<file path="src/hw/rtl/apq_pkg.sv">
// shared types, codes and default sizes for the array priority queue
`timescale 1ns / 1ps

package apq_pkg;

    // default sizes
    localparam int DEPTH_DEF         = 32;
    localparam int PAYLOAD_BITS_DEF  = 32;
    localparam int PRIORITY_BITS_DEF = 8;

    // command codes
    localparam logic [1:0] CMD_ENQ = 2'd0;
    localparam logic [1:0] CMD_DEQ = 2'd1;
    localparam logic [1:0] CMD_CLR = 2'd2;

    // status codes
    localparam logic [1:0] ST_OK    = 2'd0;
    localparam logic [1:0] ST_FULL  = 2'd1;
    localparam logic [1:0] ST_EMPTY = 2'd2;

    // per-cycle strobes broadcast from the controller to every cell
    typedef struct packed {
        logic enq;  // write the new entry into the cell at the tail
        logic rem;  // remove the winner, cells at or above it shift down
    } t_cell_ctrl;

endpackage

</file>
<file path="src/hw/rtl/apq_cell.sv">
// one slot of the queue: stored entry plus a registered stage of the max-search chain
`timescale 1ns / 1ps

module apq_cell #(
    parameter int IDX           = 0,
    parameter int PAYLOAD_BITS  = apq_pkg::PAYLOAD_BITS_DEF,
    parameter int PRIORITY_BITS = apq_pkg::PRIORITY_BITS_DEF,
    parameter int IDXW          = 5,
    parameter int OCCW          = 6
) (
    input  logic                     i_clk,
    input  apq_pkg::t_cell_ctrl      i_ctrl,
    input  logic [OCCW-1:0]          i_occ,
    input  logic [IDXW-1:0]          i_best,
    input  logic [PAYLOAD_BITS-1:0]  i_wr_pay,
    input  logic [PRIORITY_BITS-1:0] i_wr_pri,
    // entry of the upper neighbour, taken when the chain closes a gap
    input  logic [PAYLOAD_BITS-1:0]  i_nxt_pay,
    input  logic [PRIORITY_BITS-1:0] i_nxt_pri,
    // best-so-far from the lower neighbour
    input  logic                     i_c_valid,
    input  logic [PRIORITY_BITS-1:0] i_c_pri,
    input  logic [PAYLOAD_BITS-1:0]  i_c_pay,
    input  logic [IDXW-1:0]          i_c_idx,
    // own entry, seen by the lower neighbour
    output logic [PAYLOAD_BITS-1:0]  o_pay,
    output logic [PRIORITY_BITS-1:0] o_pri,
    // registered best-so-far towards the upper neighbour
    output logic                     o_c_valid,
    output logic [PRIORITY_BITS-1:0] o_c_pri,
    output logic [PAYLOAD_BITS-1:0]  o_c_pay,
    output logic [IDXW-1:0]          o_c_idx
);

    localparam logic [OCCW-1:0] MY_OCC = OCCW'(IDX);
    localparam logic [IDXW-1:0] MY_IDX = IDXW'(IDX);

    logic [PAYLOAD_BITS-1:0]  r_pay;
    logic [PRIORITY_BITS-1:0] r_pri;
    logic                     r_c_valid;
    logic [PRIORITY_BITS-1:0] r_c_pri;
    logic [PAYLOAD_BITS-1:0]  r_c_pay;
    logic [IDXW-1:0]          r_c_idx;

    logic own_valid;
    logic take_own;

    // slot holds a live entry when it sits below the occupancy
    assign own_valid = (MY_OCC < i_occ);
    // strict compare keeps the older entry on equal priority
    assign take_own  = own_valid && (!i_c_valid || (r_pri > i_c_pri));

    // entry storage: append at the tail or shift down over the removed slot
    always_ff @(posedge i_clk) begin
        if (i_ctrl.enq && (i_occ == MY_OCC)) begin
            r_pay <= i_wr_pay;
            r_pri <= i_wr_pri;
        end else if (i_ctrl.rem && (MY_IDX >= i_best)) begin
            r_pay <= i_nxt_pay;
            r_pri <= i_nxt_pri;
        end
    end

    // search stage: pass on the better of the incoming candidate and own entry
    always_ff @(posedge i_clk) begin
        r_c_valid <= take_own || i_c_valid;
        if (take_own) begin
            r_c_pri <= r_pri;
            r_c_pay <= r_pay;
            r_c_idx <= MY_IDX;
        end else begin
            r_c_pri <= i_c_pri;
            r_c_pay <= i_c_pay;
            r_c_idx <= i_c_idx;
        end
    end

    assign o_pay     = r_pay;
    assign o_pri     = r_pri;
    assign o_c_valid = r_c_valid;
    assign o_c_pri   = r_c_pri;
    assign o_c_pay   = r_c_pay;
    assign o_c_idx   = r_c_idx;

endmodule

</file>
<file path="src/hw/rtl/array_priority_queue_core.sv">
// top level of the array priority queue: controller, cell chain and result register
`timescale 1ns / 1ps

// Bounded priority queue kept as a row of DEPTH cells in arrival order.
// Input channel (i_in_valid / o_in_ready) carries one command per transaction:
// enqueue (payload and priority), dequeue, or clear. Every command gives
// exactly one result transaction on the output channel (o_out_valid /
// i_out_ready) with status, removed payload, entry count and empty/full flags.
// Enqueue, clear, rejected commands and the unused code give a valid result in
// the cycle after acceptance. A dequeue on a non-empty queue first searches:
// the highest priority is found by a candidate travelling one cell per clock
// through the registered search chain; once the last cell holds the winner
// and the result register is free, the controller removes it and shifts the
// later cells down. One command is worked on at a time; the next is taken as
// soon as the result register is free or being read in the same cycle.
// Reset (i_rst_n low, synchronous) empties the queue and drops any pending
// result; stored words are not cleared. When the receiver stalls the result
// waits in the output register and no new command is accepted.
module array_priority_queue_core #(
    parameter int DEPTH         = apq_pkg::DEPTH_DEF,
    parameter int PAYLOAD_BITS  = apq_pkg::PAYLOAD_BITS_DEF,
    parameter int PRIORITY_BITS = apq_pkg::PRIORITY_BITS_DEF,
    localparam int OCCW         = $clog2(DEPTH + 1),
    localparam int IDXW         = $clog2(DEPTH)
) (
    input  logic                     i_clk,
    input  logic                     i_rst_n,
    input  logic                     i_in_valid,
    output logic                     o_in_ready,
    input  logic [1:0]               i_cmd,
    input  logic [PAYLOAD_BITS-1:0]  i_payload_in,
    input  logic [PRIORITY_BITS-1:0] i_priority_in,
    output logic                     o_out_valid,
    input  logic                     i_out_ready,
    output logic [1:0]               o_status,
    output logic [PAYLOAD_BITS-1:0]  o_payload_out,
    output logic [OCCW-1:0]          o_entry_count,
    output logic                     o_is_empty,
    output logic                     o_is_full
);

    localparam logic [OCCW-1:0] FULL_CNT = OCCW'(DEPTH);

    typedef enum logic [1:0] {
        S_IDLE = 2'b01,
        S_SCAN = 2'b10
    } t_state;

    t_state                  r_state, n_state;
    logic [OCCW-1:0]         r_occ, n_occ;
    logic [OCCW-1:0]         r_cnt, n_cnt;
    logic                    r_out_valid, n_out_valid;
    logic [1:0]              r_status, n_status;
    logic [PAYLOAD_BITS-1:0] r_pay_out, n_pay_out;
    logic                    load_out;

    apq_pkg::t_cell_ctrl     cell_ctrl;
    logic                    accept;
    logic                    out_free;

    // chain wiring, one extra slot per array for the boundary value at one end
    logic [PAYLOAD_BITS-1:0]  cell_pay  [DEPTH+1];
    logic [PRIORITY_BITS-1:0] cell_pri  [DEPTH+1];
    logic                     c_valid   [DEPTH+1];
    logic [PRIORITY_BITS-1:0] c_pri     [DEPTH+1];
    logic [PAYLOAD_BITS-1:0]  c_pay     [DEPTH+1];
    logic [IDXW-1:0]          c_idx     [DEPTH+1];

    assign out_free   = !r_out_valid || i_out_ready;
    assign o_in_ready = (r_state == S_IDLE) && out_free;
    assign accept     = i_in_valid && o_in_ready;

    // boundary values: nothing above the top cell, no candidate below cell 0
    assign cell_pay[DEPTH] = '0;
    assign cell_pri[DEPTH] = '0;
    assign c_valid[0]      = 1'b0;
    assign c_pri[0]        = '0;
    assign c_pay[0]        = '0;
    assign c_idx[0]        = '0;

    // row of cells
    for (genvar g = 0; g < DEPTH; g++) begin : g_cell
        apq_cell #(
            .IDX           (g),
            .PAYLOAD_BITS  (PAYLOAD_BITS),
            .PRIORITY_BITS (PRIORITY_BITS),
            .IDXW          (IDXW),
            .OCCW          (OCCW)
        ) u_cell (
            .i_clk     (i_clk),
            .i_ctrl    (cell_ctrl),
            .i_occ     (r_occ),
            .i_best    (c_idx[DEPTH]),
            .i_wr_pay  (i_payload_in),
            .i_wr_pri  (i_priority_in),
            .i_nxt_pay (cell_pay[g+1]),
            .i_nxt_pri (cell_pri[g+1]),
            .i_c_valid (c_valid[g]),
            .i_c_pri   (c_pri[g]),
            .i_c_pay   (c_pay[g]),
            .i_c_idx   (c_idx[g]),
            .o_pay     (cell_pay[g]),
            .o_pri     (cell_pri[g]),
            .o_c_valid (c_valid[g+1]),
            .o_c_pri   (c_pri[g+1]),
            .o_c_pay   (c_pay[g+1]),
            .o_c_idx   (c_idx[g+1])
        );
    end

    // controller: command decode, search wait and removal
    always_comb begin
        n_state       = r_state;
        n_occ         = r_occ;
        n_cnt         = r_cnt;
        n_status      = r_status;
        n_pay_out     = r_pay_out;
        load_out      = 1'b0;
        cell_ctrl.enq = 1'b0;
        cell_ctrl.rem = 1'b0;
        case (r_state)
            S_IDLE: begin
                if (accept) begin
                    n_status  = apq_pkg::ST_OK;
                    n_pay_out = '0;
                    load_out  = 1'b1;
                    case (i_cmd)
                        apq_pkg::CMD_ENQ: begin
                            if (r_occ == FULL_CNT) begin
                                n_status = apq_pkg::ST_FULL;
                            end else begin
                                cell_ctrl.enq = 1'b1;
                                n_occ         = r_occ + 1'b1;
                            end
                        end
                        apq_pkg::CMD_DEQ: begin
                            if (r_occ == '0) begin
                                n_status = apq_pkg::ST_EMPTY;
                            end else begin
                                load_out = 1'b0;
                                n_cnt    = FULL_CNT;
                                n_state  = S_SCAN;
                            end
                        end
                        apq_pkg::CMD_CLR: begin
                            n_occ = '0;
                        end
                        default: begin
                        end
                    endcase
                end
            end
            S_SCAN: begin
                if (r_cnt != '0) begin
                    n_cnt = r_cnt - 1'b1;
                end else if (out_free) begin
                    // last cell now holds the winner over the whole row
                    cell_ctrl.rem = 1'b1;
                    n_occ         = r_occ - 1'b1;
                    n_status      = apq_pkg::ST_OK;
                    n_pay_out     = c_pay[DEPTH];
                    load_out      = 1'b1;
                    n_state       = S_IDLE;
                end
            end
            default: begin
                n_state = S_IDLE;
            end
        endcase
    end

    // result register handshake
    always_comb begin
        if (load_out) begin
            n_out_valid = 1'b1;
        end else if (i_out_ready) begin
            n_out_valid = 1'b0;
        end else begin
            n_out_valid = r_out_valid;
        end
    end

    // control registers
    always_ff @(posedge i_clk) begin
        if (!i_rst_n) begin
            r_state     <= S_IDLE;
            r_occ       <= '0;
            r_cnt       <= '0;
            r_out_valid <= 1'b0;
        end else begin
            r_state     <= n_state;
            r_occ       <= n_occ;
            r_cnt       <= n_cnt;
            r_out_valid <= n_out_valid;
        end
    end

    // result payload registers
    always_ff @(posedge i_clk) begin
        r_status  <= n_status;
        r_pay_out <= n_pay_out;
    end

    assign o_out_valid   = r_out_valid;
    assign o_status      = r_status;
    assign o_payload_out = r_pay_out;
    assign o_entry_count = r_occ;
    assign o_is_empty    = (r_occ == '0);
    assign o_is_full     = (r_occ == FULL_CNT);

endmodule

</file>
<file path="config.mk">
export PLATFORM = sky130hd
export DESIGN_NAME = array_priority_queue_core
export DESIGN_NICKNAME = d
export VERILOG_FILES = /design/src/hw/rtl/apq_pkg.sv /design/src/hw/rtl/apq_cell.sv /design/src/hw/rtl/array_priority_queue_core.sv
export SDC_FILE = /design/constraint.sdc
export NUM_CORES = 2
export LEC_CHECK = 0
export BUFFER_PORTS_ARGS = -buffer_cell sky130_fd_sc_hd__buf_2
export CAP_MARGIN = 20
export CORE_ASPECT_RATIO = 0.75
export CORE_MARGIN = 8
export CORE_UTILIZATION = 55
export CTS_CLUSTER_SIZE = 40
export DETAILED_ROUTE_END_ITERATION = 6
export PLACE_DENSITY = 0.71
export SYNTH_ARGS = -nofsm -noshare
export SYNTH_HDL_FRONTEND = slang
export SYNTH_SLANG_ARGS = --single-unit
</file>
<file path="constraint.sdc">
create_clock -name i_clk -period 9.5 [get_ports i_clk]
set_input_delay 0.475 -clock i_clk [delete_from_list [all_inputs] [get_ports i_clk]]
set_output_delay 0.475 -clock i_clk [all_outputs]
set_load 0.02 [all_outputs]
</file>
=== Word-level counts from Yosys, hierarchy flattened ===
Cells that the tools add are included.

* $add $sub $neg: 3
* Magnitude comparators: 95
* Equal/unequal tests: 44
* Multiplexer cells: 231
* Reduce and logical (&&, ||, !) cells: 232

{| class="wikitable"
|+ Operators by type and width
! kind !! number
|-
| $mux 32 || 98
|-
| $mux 8 || 94
|-
| $gt 8x8->1 || 31
|-
| $logic_and 1x1->1 || 97
|-
| $eq 6x5->1 const B || 16
|-
| $lt 5x6->1 const A || 16
|-
| $ge 5x5->1 const A || 16
|-
| $reduce_bool 2->1 || 34
|-
| $pmux 32 s2 || 1
|-
| $logic_or 1x1->1 || 62
|-
| $eq 6x4->1 const B || 8
|-
| $lt 4x6->1 const A || 8
|-
| $mux 6 || 8
|-
| $ge 4x5->1 const A || 8
|-
| $pmux 6 s2 || 3
|-
| $logic_not 1->1 || 32
|-
| $eq 6x3->1 const B || 4
|-
| $lt 3x6->1 const A || 4
|-
| $ge 3x5->1 const A || 4
|-
| $mux 2 || 9
|-
| $mux 1 || 14
|-
| $eq 6x2->1 const B || 2
|-
| $lt 1x6->1 const A || 2
|-
| $lt 2x6->1 const A || 2
|-
| 20 further kinds || 32
|}

* Bits in registers: 2,761
* Input bits: 46
* Output and inout bits: 44
* Logic and storage cells: 800

=== Depth between registers and ports, before layout ===
* Depth after elaboration: 8
* Mapped depth: 11
* Mapped depth without buffers: 7

=== Hierarchy ===
From an unflattened synthesis, not the netlist that was laid out.

* Cell total of the unflattened synthesis: 7,559
* Area, all modules: 115,801.1 um^2

{| class="wikitable"
|+ Modules (own cells, without submodules)
! module !! instances !! cells an instance !! area an instance (um^2) !! seq. area each (um^2)
|-
| apq_cell (g_cell[14].u_cell ...) || 2 || 216 || 3,389.5 || 2,122.0
|-
| apq_cell (g_cell[13].u_cell ...) || 2 || 215 || 3,383.2 || 2,122.0
|-
| apq_cell (g_cell[7].u_cell) || 1 || 399 || 4,496.8 || 2,122.0
|-
| apq_cell (g_cell[15].u_cell) || 1 || 400 || 4,490.6 || 2,122.0
|-
| apq_cell (g_cell[31].u_cell) || 1 || 271 || 3,786.1 || 2,122.0
|-
| apq_cell (g_cell[22].u_cell) || 1 || 219 || 3,683.5 || 2,122.0
|-
| apq_cell (g_cell[0].u_cell) || 1 || 215 || 3,614.7 || 2,122.0
|-
| apq_cell (g_cell[1].u_cell) || 1 || 215 || 3,599.7 || 2,122.0
|-
| apq_cell (g_cell[2].u_cell) || 1 || 216 || 3,594.7 || 2,122.0
|-
| apq_cell (g_cell[21].u_cell) || 1 || 218 || 3,588.4 || 2,122.0
|-
| apq_cell (g_cell[25].u_cell) || 1 || 218 || 3,582.2 || 2,122.0
|-
| apq_cell (g_cell[24].u_cell) || 1 || 215 || 3,543.4 || 2,122.0
|-
| apq_cell (g_cell[16].u_cell) || 1 || 215 || 3,530.9 || 2,122.0
|-
| apq_cell (g_cell[6].u_cell) || 1 || 216 || 3,520.9 || 2,122.0
|-
| +17 rows || n/a || n/a || n/a || n/a
|}

=== Worst setup path after synthesis ===
OpenSTA, ideal clock, no wires.

* Kind: register -> register
* Start point: register r_state[0]
* End point: register g_cell[0].u_cell.r_pay[0] (enable)
* Library setup time: 0.497 ns
* Data arrival time: 4.568 ns
* Data required time: 9.003 ns
* Slack: 4.434 ns
* Stages on the path, launching flop included: 8
* Path buffers: 1
* Period minus slack after synthesis: 5.066 ns
* Path through: dfxtp_1 > inv_1 > ha_1 > clkbuf_1 > nand4_1 > or2_2 > nand2b_1 > o31ai_1

* Cells in the longest elaborated chain, start to end: 7
* Elaborated cells between the ends (all ways): 10
* Those cells by class: 2 x eq/ne; 3 x mux; 5 x reduce/logical

{| class="wikitable"
|+ Ends and longest elaborated chain
! element !! RTL line !! text
|-
| start: declaration || array_priority_queue_core.sv:49 || <nowiki>t_state r_state, n_state;</nowiki>
|-
| start signal: assignment || array_priority_queue_core.sv:191 || <nowiki>r_state <= n_state;</nowiki>
|-
| $eq 2x1->1 || array_priority_queue_core.sv:70, array_priority_queue_core.sv:121 ||
|-
| $logic_and 1x1->1 || array_priority_queue_core.sv:70 || <nowiki>assign o_in_ready = (r_state == S_IDLE) && out_free;</nowiki>
|-
| $logic_and 1x1->1 || array_priority_queue_core.sv:71 || <nowiki>assign accept = i_in_valid && o_in_ready;</nowiki>
|-
| $mux 1 || array_priority_queue_core.sv:123 || <nowiki>if (accept) begin</nowiki>
|-
| $mux 1 || array_priority_queue_core.sv:121 || <nowiki>case (r_state)</nowiki>
|-
| $logic_and 1x1->1 || apq_cell.sv:55 || <nowiki>if (i_ctrl.enq && (i_occ == MY_OCC)) begin</nowiki>
|-
| $reduce_bool 2->1 (no line) (*) || n/a ||
|-
| end signal: assignment || apq_cell.sv:56 || <nowiki>r_pay <= i_wr_pay;</nowiki>
|-
| end signal: assignment || apq_cell.sv:59 || <nowiki>r_pay <= i_nxt_pay;</nowiki>
|-
| end: declaration || apq_cell.sv:38 || <nowiki>logic [PAYLOAD_BITS-1:0] r_pay;</nowiki>
|}

Mark *: on every way between the ends. The rest lies on a longest branch, timed or not.
A chain may end at the register's enable or synchronous reset.

=== Worst setup path in the final report ===
* Start point: register r_occ[1] (netlist: o_entry_count[1])
* End point: register g_cell[0].u_cell.r_pay[28] (enable)

* Cells in the longest elaborated chain, start to end: 7
* Elaborated cells between the ends (all ways): 8
* Those cells by class: 1 x eq/ne; 4 x mux; 3 x reduce/logical

{| class="wikitable"
|+ Ends and longest elaborated chain
! element !! RTL line !! text
|-
| start: declaration || array_priority_queue_core.sv:50 || <nowiki>logic [OCCW-1:0] r_occ, n_occ;</nowiki>
|-
| start signal: assignment || array_priority_queue_core.sv:192 || <nowiki>r_occ <= n_occ;</nowiki>
|-
| $eq 6x6->1 || array_priority_queue_core.sv:129 || <nowiki>if (r_occ == FULL_CNT) begin</nowiki>
|-
| $mux 1 || array_priority_queue_core.sv:129 ||
|-
| $mux 1 || array_priority_queue_core.sv:127 || <nowiki>case (i_cmd)</nowiki>
|-
| $mux 1 || array_priority_queue_core.sv:123 ||
|-
| $mux 1 || array_priority_queue_core.sv:121 ||
|-
| $logic_and 1x1->1 (*) || apq_cell.sv:55 ||
|-
| $reduce_bool 2->1 (no line) (*) || n/a ||
|}

Marks and branches as above.

==> metrics.md <==
| Metric | Value |
|---|---|
| Skew final | `45.6 ps` |
| WP data required | `10010 ps` |
| CTS root buffer | `clkbuf_16` |
| CTS Buf Count | `277` |
| Unique masters post-synth | `75` |
| Crit path DAT | `5020 ps` |
| Static leakage | `46.4 nW` |
| Synth top area share | `0.363` |
| Worst Setup Start Kind | `flop` |
| Synth top area cells | `edfxtp_1 36%, dfxtp_1 27%, mux2_2 23%` |
| Final Non-Filler Cells | `10009` |
| Final core utilization | `0.613` |
| Num rows | `141` |
| Mapped Cells | `7110` |
| Io pins | `90` |
| Min-Delay Path Depth | `3` |
| Vias per inst | `5.60` |
| Number of synthesized flops with an enable pin | `1314` |
| Hold Vio Cnt, Final | `0` |
| Period utilization | `0.476` |
| Share of cells above drive strength 1 | `0.403` |
| Hold Path Origin | `i_out_ready` |
| Clock tree buffer depth | `4` |
| Worst r2r path cells | `8` |
| Internal power | `24.6 mW` |
| Slew Viols, Final | `0` |
| Worst-Margin Slew | `1060 ps` |
| Worst-path clk slew | `60 ps` |
| Final wirelength | `216 mm` |
| Largest net degree at the start of global routing | `48` |
| Seq/Total Area, Yosys | `0.629` |
| Global route overflow | `0` |
| Worst R2R Start | `o_entry_count[1]$_SDFFE_PN0P_` |
| Clk_lat worst skew | `900 ps` |
| Met3 wire length | `9.55 mm` |
| Worst Hold Margin | `142 ps` |
| Nets | `7457` |
| Vias in the first global route | `59221` |
| Sw Share | `0.238` |
| Setup TNS | `0 ps` |
| Fin crit period | `4520 ps` |
| Fmax | `0.221 GHz` |
| Status | `finished, final reports clean` |
| Clock sinks | `2761` |
| Initial Util | `0.553` |
| Seq pwr share | `0.506` |
| Clock power share | `0.328` |
| Max Used Layer | `met5` |
| Most common cell after layout, fill and taps aside | `mux2_2` |
| Pre-antenna DRT Iters | `5` |
| Power Density | `268 nW/um^2` |
| I/O Buffers | `89` |
| RePlAce Congestion | `0.819` |
| H-tree Lvls | `5` |
| Cts repair resizes | `0` |
| Post-CTS Setup Repair Bufs | `0` |
| Comb pwr share | `0.167` |
| Initial DRC count | `3231` |
| Met1 Wirelength | `107 mm` |
| Core area | `197000 sq um` |
| Hold endpoint | `o_out_valid$_SDFFE_PN0P_` |
| First-pass GRT wire length | `345 mm` |
| Die W | `529 um` |
| Syn nets | `7412` |
| #FFs+latches synth | `2761` |
| R2r setup slk | `4980 ps` |
| Most frequent cells in the layout | `2203 x mux2_2, 1447 x dfxtp_1, 1314 x edfxtp_1` |
| Max-slew headroom | `0.293` |
| Post-synth ARST share | `0` |
| CTS tree | `done` |
| RSZ-0062 raised after global routing | `no` |
| Yosys top cell by area | `edfxtp_1` |
| Max-cap viol count | `0` |
| Critical path class | `flop to flop` |
| YS warnings | `0` |
| Post-DP HPWL | `147 mm` |
| Initial antenna violation count | `10` |
| Die Height | `401 um` |
| Main flop type after synthesis | `dfxtp_1` |
| Post-route ant nets | `0` |
| Total track usage | `0.201` |
| Peak VDD IR | `210 uV` |
| Die area | `212000 sq um` |
| Netlist Area Pre-Place | `109000 sq um` |
| Layout area overhead | `10.8%` |
| Reg-to-Reg End | `g_cell[0].u_cell.o_pay[28]$_DFFE_PP_` |
| WL met2 | `93.5 mm` |
| Crit path max fanout | `41` |
| Syn Area/Cell | `15.3 sq um` |
| Final setup fails | `0` |
| Crit. End Element | `flop` |
| # placed instances | `9519` |
| DRC Markers | `0` |
| Routed vias | `56031` |
| Switching power of the nets | `7.70 mW` |
| Hold WC Path Type | `primary input to flop` |
| WL per Instance | `21.6 um` |
[layout make-up]
type / instances / area, sq um
clock inverters: 74 / 727
clock buffers: 411 / 8000
well taps: 2645 / 3310
inverters: 280 / 1050
flip-flops and latches: 2761 / 68400
diodes: 3 / 7.51
fillers: 14452 / 76200
multi-input cells: 3643 / 37700
repair buffers: 192 / 1230
[per-stage QoR]
step	total power, mW	setup WS [ps]	area (sq um)
4_1_cts	32.7	5030	120000
6_report	32.3	4980	120000
2_1_floorplan	20.4	4430	109000
3_5_place_dp	22.0	5010	112000
5_1_grt	33.9	4830	120000
3_3_place_gp	21.8	5110	112000
[cells in the mapped netlist (all sizes together), types with 3 or more instances]
master and count:
mux2 2471, clkbuf 159, edfxtp 1314, a21oi 107, o31ai 4, nor3 7
or2 15, o21a 4, and3 56, nor2b 38, or3 12, a41oi 11
nand2b 104, nor4 3, o221ai 6, nand2 83, buf 267, o21ai 62
ha 256, nand4b 17, o22ai 3, a211oi 3, a21o 27, o21bai 5
nor2 43, a311oi 3, inv 280, o211ai 26, nand3 32, dfxtp 1447
and4 14, a21boi 12, and2 128, o41ai 11, nand4 54
[sequential cells by signal, indices dropped and copies added (netlist names), 6 cells and up]
| register | flops |
|---|---|
| o_payload_out | 32 |
| g_cell.u_cell.o_pri | 256 |
| g_cell.u_cell.o_c_valid | 31 |
| o_entry_count | 6 |
| r_cnt | 6 |
| g_cell.u_cell.o_c_pay | 1024 |
| g_cell.u_cell.o_pay | 1024 |
| g_cell.u_cell.o_c_idx | 129 |
| g_cell.u_cell.o_c_pri | 248 |
[how the worst max path moves through the flow]
stage / startpoint / slack, ps / end / cells past startpoint
floorplan: r_state[0]$_SDFFE_PN1P_ / 4430 / g_cell[0].u_cell.o_pay[0]$_DFFE_PP_ / 7
global placement: o_entry_count[1]$_SDFFE_PN0P_ / 5110 / g_cell[0].u_cell.o_pay[15]$_DFFE_PP_ / 8
finish: o_entry_count[1]$_SDFFE_PN0P_ / 4980 / g_cell[0].u_cell.o_pay[28]$_DFFE_PP_ / 8
CTS: o_entry_count[1]$_SDFFE_PN0P_ / 5030 / g_cell[0].u_cell.o_pay[28]$_DFFE_PP_ / 8
global route: o_entry_count[1]$_SDFFE_PN0P_ / 4830 / g_cell[0].u_cell.o_pay[19]$_DFFE_PP_ / 8
detailed placement: o_entry_count[1]$_SDFFE_PN0P_ / 5010 / g_cell[0].u_cell.o_pay[15]$_DFFE_PP_ / 8
[kinds of logic after synthesis]
group,synth area share
muxes,0.259
AOI/OAI and AO/OA,0.0194
and+or+nand+nor,0.0337
adders and majority gates,0.0295
buffers and inverters,0.0290
DFF,0.629
[routing by layer]
layer  global-route usage  up-vias
met1                0.302    28466
met4               0.0513        6
met5                    0        -
li1                     -    26164
met3               0.0315      366
met2                0.305     1029
[timing repair]
item,4_1_cts,5_1_grt
setup endpoints to repair,0,0
hold buffers,1,0
hold endpoints to repair,7,0
[power groups by stage]
stage | logic, mW | registers (mW) | clock network (mW)
4_1_cts | 5.44 | 16.4 | 10.8
3_3_place_gp | 5.24 | 16.6 | 0
5_1_grt | 5.93 | 16.7 | 11.3
3_5_place_dp | 5.37 | 16.6 | 0
6_report | 5.39 | 16.4 | 10.6
2_1_floorplan | 4.19 | 16.2 | 0
[critical path, stage by stage, from the launching register on]
cell and delay (ps):
dfxtp_1 580, inv_1 210, ha_1 500, or3b_1 470, nor2_4 90, nor2_4 700, nand2_4 760, o31ai_4 210
buf_4 590
Note: power is estimated with default switching activity, not from simulation.
